$ cat src/genomic_interval_stab_query_top_assert.svh
// Assertion macros for the genomic interval stabbing query block.
// Included by modules that check their own logic; depends on nothing else.
`ifndef GENOMIC_INTERVAL_STAB_QUERY_TOP_ASSERT_SVH
`define GENOMIC_INTERVAL_STAB_QUERY_TOP_ASSERT_SVH
`ifndef NO_ASSERTIONS
// Same-cycle property, disabled while in reset.
`define GISQ_ASSERT(lbl, clk, rstn, prop, msg) \
  lbl: assert property (@(posedge clk) disable iff (!rstn) prop) else $error(msg);
// Antecedent in one cycle, consequent in the next.
`define GISQ_ASSERT_NEXT(lbl, clk, rstn, ante, cons, msg) \
  lbl: assert property (@(posedge clk) disable iff (!rstn) (ante) |=> (cons)) else $error(msg);
`else
`define GISQ_ASSERT(lbl, clk, rstn, prop, msg)
`define GISQ_ASSERT_NEXT(lbl, clk, rstn, ante, cons, msg)
`endif
`endif

$ cat src/gisq_pkg.sv
// Package for the genomic interval stabbing query block: sizes, codes, word types.
// Depends on nothing; used by every module of the block.
`default_nettype none

package gisq_pkg;

  localparam int MAX_GENES = 1024;
  localparam int MAX_HITS  = 64;

  localparam int IDX_W  = (MAX_GENES > 1) ? $clog2(MAX_GENES) : 1;
  localparam int CNT_W  = $clog2(MAX_GENES + 1);
  localparam int HIT_W  = $clog2(MAX_HITS + 1);
  localparam int TYPE_W = 2;
  localparam int CHR_W  = 8;
  localparam int POS_W  = 31;
  localparam int STAT_W = 2;
  localparam int GENE_W = 11;

  localparam logic [TYPE_W-1:0] REQ_CLEAR = 2'd0;
  localparam logic [TYPE_W-1:0] REQ_LOAD  = 2'd1;
  localparam logic [TYPE_W-1:0] REQ_QUERY = 2'd2;

  localparam logic [STAT_W-1:0] STAT_ACK     = 2'd0;
  localparam logic [STAT_W-1:0] STAT_MATCH   = 2'd1;
  localparam logic [STAT_W-1:0] STAT_NOMATCH = 2'd2;
  localparam logic [STAT_W-1:0] STAT_FULL    = 2'd3;

  typedef struct packed {
    logic [TYPE_W-1:0] req_type;
    logic [CHR_W-1:0]  chromosome;
    logic [POS_W-1:0]  position;
    logic [POS_W-1:0]  end_position;
  } req_t;

  typedef struct packed {
    logic [STAT_W-1:0] status;
    logic [GENE_W-1:0] gene_number;
    logic              last;
    logic              truncated;
  } rsp_t;

  typedef struct packed {
    logic [CHR_W-1:0] chromosome;
    logic [POS_W-1:0] begin_pos;
    logic [POS_W-1:0] end_pos;
  } entry_t;

  typedef struct packed {
    logic              vld;
    logic [GENE_W-1:0] gene;
  } hit_t;

  typedef struct packed {
    logic              push;
    logic              drain;
    logic [GENE_W-1:0] gene;
  } chain_ctrl_t;

endpackage

`default_nettype wire

$ cat src/gisq_hit_cell.sv
// One cell of the hit chain: holds a gene number and its valid bit.
// Depends on gisq_pkg.
`default_nettype none

module gisq_hit_cell (
  input  wire             clk_i,
  input  wire             rst_ni,
  input  wire             shift_i,
  input  gisq_pkg::hit_t  hit_i,
  output gisq_pkg::hit_t  hit_o
);
  import gisq_pkg::*;

  logic              vld_q;
  logic [GENE_W-1:0] gene_q;

  always_ff @(posedge clk_i or negedge rst_ni) begin
    if (!rst_ni) begin
      vld_q <= 1'b0;
    end else if (shift_i) begin
      vld_q <= hit_i.vld;
    end
  end

  always_ff @(posedge clk_i) begin
    if (shift_i) begin
      gene_q <= hit_i.gene;
    end
  end

  assign hit_o.vld  = vld_q;
  assign hit_o.gene = gene_q;

endmodule

`default_nettype wire

$ cat src/gisq_hit_chain.sv
// Row of hit cells; a push or a drain step advances every cell by one.
// Depends on gisq_pkg and gisq_hit_cell.
`default_nettype none

module gisq_hit_chain (
  input  wire                   clk_i,
  input  wire                   rst_ni,
  input  gisq_pkg::chain_ctrl_t ctrl_i,
  output gisq_pkg::hit_t        hit_o
);
  import gisq_pkg::*;

  hit_t link [MAX_HITS+1];
  logic shift;

  assign shift        = ctrl_i.push | ctrl_i.drain;
  // Drain steps feed empty cells in at the head.
  assign link[0].vld  = ctrl_i.push;
  assign link[0].gene = ctrl_i.gene;

  for (genvar k = 0; k < MAX_HITS; k++) begin : g_cell
    gisq_hit_cell u_cell (
      .clk_i   (clk_i),
      .rst_ni  (rst_ni),
      .shift_i (shift),
      .hit_i   (link[k]),
      .hit_o   (link[k+1])
    );
  end

  assign hit_o = link[MAX_HITS];

endmodule

`default_nettype wire

$ cat config.mk
export PLATFORM = sky130hd
export DESIGN_NAME = gisq_hit_chain
export DESIGN_NICKNAME = d
export VERILOG_FILES = /design/src/genomic_interval_stab_query_top_assert.svh /design/src/gisq_pkg.sv /design/src/gisq_hit_cell.sv /design/src/gisq_hit_chain.sv
export SDC_FILE = /design/constraint.sdc
export NUM_CORES = 1
export LEC_CHECK = 0
export ABC_AREA = 1
export BUFFER_PORTS_ARGS = -buffer_cell sky130_fd_sc_hd__buf_2
export CAP_MARGIN = 5
export CELL_PAD_IN_SITES_DETAIL_PLACEMENT = 1
export CELL_PAD_IN_SITES_GLOBAL_PLACEMENT = 1
export CORE_UTILIZATION = 40
export CTS_CLUSTER_SIZE = 14
export DETAILED_ROUTE_END_ITERATION = 12
export GPL_TIMING_DRIVEN = 0
export PLACE_DENSITY_LB_ADDON = 0.1
export REMOVE_ABC_BUFFERS = 1
export SLEW_MARGIN = 0
export SYNTH_ARGS = -nofsm -noshare
export SYNTH_HDL_FRONTEND = slang
export SYNTH_SLANG_ARGS = --single-unit
$ cat constraint.sdc
create_clock -name clk_i -period 1.8 [get_ports clk_i]
set_input_delay 0.27 -clock clk_i [delete_from_list [all_inputs] [get_ports clk_i]]
set_output_delay 0.27 -clock clk_i [all_outputs]
set_load 0.1 [all_outputs]
==> flow_metrics.py <==
metrics = {
    "setup_path": {
        "crit_start": "ctrl_i[12]",
        "endpoint": "g_cell[36].u_cell.gene_q[4]",
        "crit_top_cell": "buf_16",
        "cp_slowest_stage_delay_ps": 220,
        "rr_worst_depth": 0,
        "arrival_ps": 1940,
        "worstReg2RegStart": "g_cell[21].u_cell.gene_q[10]",
        "cp_cell_sequence": "buf_16 -> nor2_4 -> buf_12 -> inv_16 -> buf_16 -> buf_16 -> buf_16 -> buf_16 -> buf_16",
        "worstSetupPathDepth": 9,
        "worst_r2r_endpoint": "g_cell[22].u_cell.gene_q[10]",
        "cp_max_fo": 66,
        "cp_slowest_cell": "buf_16",
        "worstSetupPathType": "in -> reg",
        "end_kind": "register",
        "r2r_setup_slack_ps": 1110,
        "cp_top_family": "buffers and inverters",
        "critical_path_required_ps": 2080,
        "path_buf_inv": 8,
        "start_kind": "input port",
    },
    "global_routing": {
        "grt_pass1_wl_mm": 51.3,
        "first_global_vias": 9241,
        "grt_start_max_net_pins": 69,
        "grt_util_all_layers_pct": 10.7,
        "antenna_found_initial": 0,
        "grt_overflow": 0,
    },
    "cells_and_area": {
        "fill_cells": 5139,
        "layout_commonest_cell": "edfxtp_1",
        "final_cell_mix": "edfxtp_1, nand2_1, clkbuf_16",
        "nets": 1121,
        "drive_above_1_share_pct": 13.4,
        "syn_to_final_growth_pct": 17.6,
        "final_area_mm2": 0.0279,
        "post-route-util_pct": 47.9,
        "n_antenna_cell": 0,
    },
    "drt": {
        "drc": 0,
        "drt-initial-drc-count": 665,
        "drt_pass1_iterations": 4,
        "via_per_inst": 4.60,
        "vias": 8901,
        "routed_wl_mm": 30.3,
        "drtAntennaViolNets": 0,
        "wire_per_inst_um": 15.7,
    },
    "synth": {
        "ys_seq_elements": 768,
        "yosysSeqAreaShare_pct": 96.0,
        "syn_area_mm2": 0.0237,
        "yosys_warnings": 0,
        "yosys.area_share.simple_pct": 2.07,
        "yosys.area_share.adder_pct": 0,
        "synthMuxAreaShare_pct": 0,
        "synth_top_family_by_area": "simple AND/OR/NAND/NOR gates",
        "ys_types": 10,
        "syn_inst": 984,
        "synthXorXnorAreaFrac_pct": 0,
        "synth_compound_area_share_pct": 1.33,
        "syn_area_per_cell_um2": 24.1,
    },
    "floorplanning": {
        "std_cell_rows": 88,
        "core_area_mm2": 0.0581,
        "top_level_ports": 27,
        "fp.dieW_um": 245,
        "fp.dieH_um": 245,
        "start_util_pct": 40.8,
        "dieArea_mm2": 0.0602,
    },
    "clock_tree": {
        "htree_levels": 3,
        "clk_path_buf_depth": 3,
        "cts_root_buffer": "clkbuf_16",
        "clock_latency_ps": 580,
        "clkTransAtPathRegs_ps": 60,
        "cts_buffers": 79,
        "cts_tree": "yes",
        "cts.sink_count": 768,
    },
    "place": {
        "portBuffers": 26,
        "place_congestion": 0.655,
        "place_area_mm2": 0.0248,
        "place.detailed.hpwl_mm": 11.3,
    },
    "pwr": {
        "power.leakage_nw": 10.3,
        "ir_drop_v": 0.000832,
        "p_per_area_mw_per_mm2": 1380,
    },
    "sta": {
        "skew_ps": 10.9,
        "finalMaxSlewViolations": 0,
        "rsz0062_at_grt": "false",
        "finalSetupViolations": 0,
        "hold_viol_final": 0,
        "fin_crit_ps": 1660,
        "tightestPinTransition_ps": 840,
        "slew_headroom_pct": 44.0,
        "period_share_pct": 92.2,
        "fmax_mhz": 603,
    },
    "hold_path": {
        "min_path_type": "in -> reg",
    },
    "run": {
        "maxCapViolCount": 0,
    },
    "status": {
        "status": "finished, final reports clean",
    },
}
[cells in the mapped netlist]
cell type  count  area, um2
buf_2          2       10.0
buf_4          1       7.51
buf_6          7       78.8
clkbuf_1      12       45.0
dfrtp_1       64       1600
edfxtp_1     704      21100
inv_1          2       7.51
nand2_1      128        480
nor2_4         1       11.3
o21ai_0       63        315
[state kept, by name, indices dropped and copies added, names as in the netlist]
signal,count
g_cell.u_cell.gene_q,704
g_cell.u_cell.vld_q,64
[through the flow]
step | hold WS (ps) | total power, W | setup WS, ps | cells | setup TNS (ps)
floorplan | -25.6 | 0.0235 | -13230 | 962 | -9313210
global placement | 404 | 0.0239 | -18430 | 1753 | -
detailed placement | 405 | 0.0236 | -3700 | 1759 | -1661390
CTS | 10.1 | 0.0392 | 73.0 | 1933 | 0
global route | 36.8 | 0.0400 | 33.6 | 1933 | 0
finish | 68.2 | 0.0384 | 141 | 1933 | 0
[per-layer routing]
metal	up-vias	wire length, um	GRT usage [%]
met1	4646	15700	16.7
met2	129	12500	13.8
met5	-	0	0
met4	0	859	4.17
li1	4059	-	-
met3	67	1170	3.15
[layout make-up]
class | instances | area (um2) | area share (%)
clock buffers | 104 | 2120 | 7.62
clock inverters | 39 | 254 | 0.912
inverters | 2 | 23.8 | 0.0853
multi-input cells | 193 | 813 | 2.92
flip-flops and latches | 768 | 22700 | 81.6
well taps | 765 | 957 | 3.44
repair buffers | 60 | 931 | 3.34
repair inverters | 2 | 17.5 | 0.0629
[kinds of logic (layout without fill, tap and decap cells)]
group	after synthesis	count (layout)
DFF	768	768
and+or+nand+nor	129	130
AOI/OAI and AO/OA	63	63
buffers and inverters	24	207
[where the power goes]
group          switching, W  internal (W)
sequential         0.000547        0.0219
combinational      0.000738      0.000290
clock               0.00635       0.00860
total               0.00764        0.0308
[worst min-delay path by stage]
| stage | startpoint | endpoint | slack [ps] | cells after the start |
|---|---|---|---|---|
| 2_1_floorplan | rst_ni | g_cell[0].u_cell.vld_q | -30 | 0 |
| 3_3_place_gp | g_cell[0].u_cell.gene_q[6] | g_cell[1].u_cell.gene_q[6] | 400 | 0 |
| 3_5_place_dp | g_cell[0].u_cell.gene_q[5] | g_cell[1].u_cell.gene_q[5] | 410 | 0 |
| 4_1_cts | ctrl_i[12] | g_cell[0].u_cell.vld_q | 10 | 3 |
| 5_1_grt | ctrl_i[12] | g_cell[0].u_cell.vld_q | 40 | 3 |
| 6_report | ctrl_i[12] | g_cell[0].u_cell.vld_q | 70 | 3 |
[repair_timing]
item / 4_1_cts / 5_1_grt
resized for setup: 15 / 1
cloned: 18 / 0
pin swaps: 1 / 0
setup buffers: 1 / 0
hold endpoints to repair: 75 / 0
setup endpoints to repair: 704 / 32
hold buffers: 12 / 0
Note: power is estimated with default switching activity, not from simulation.
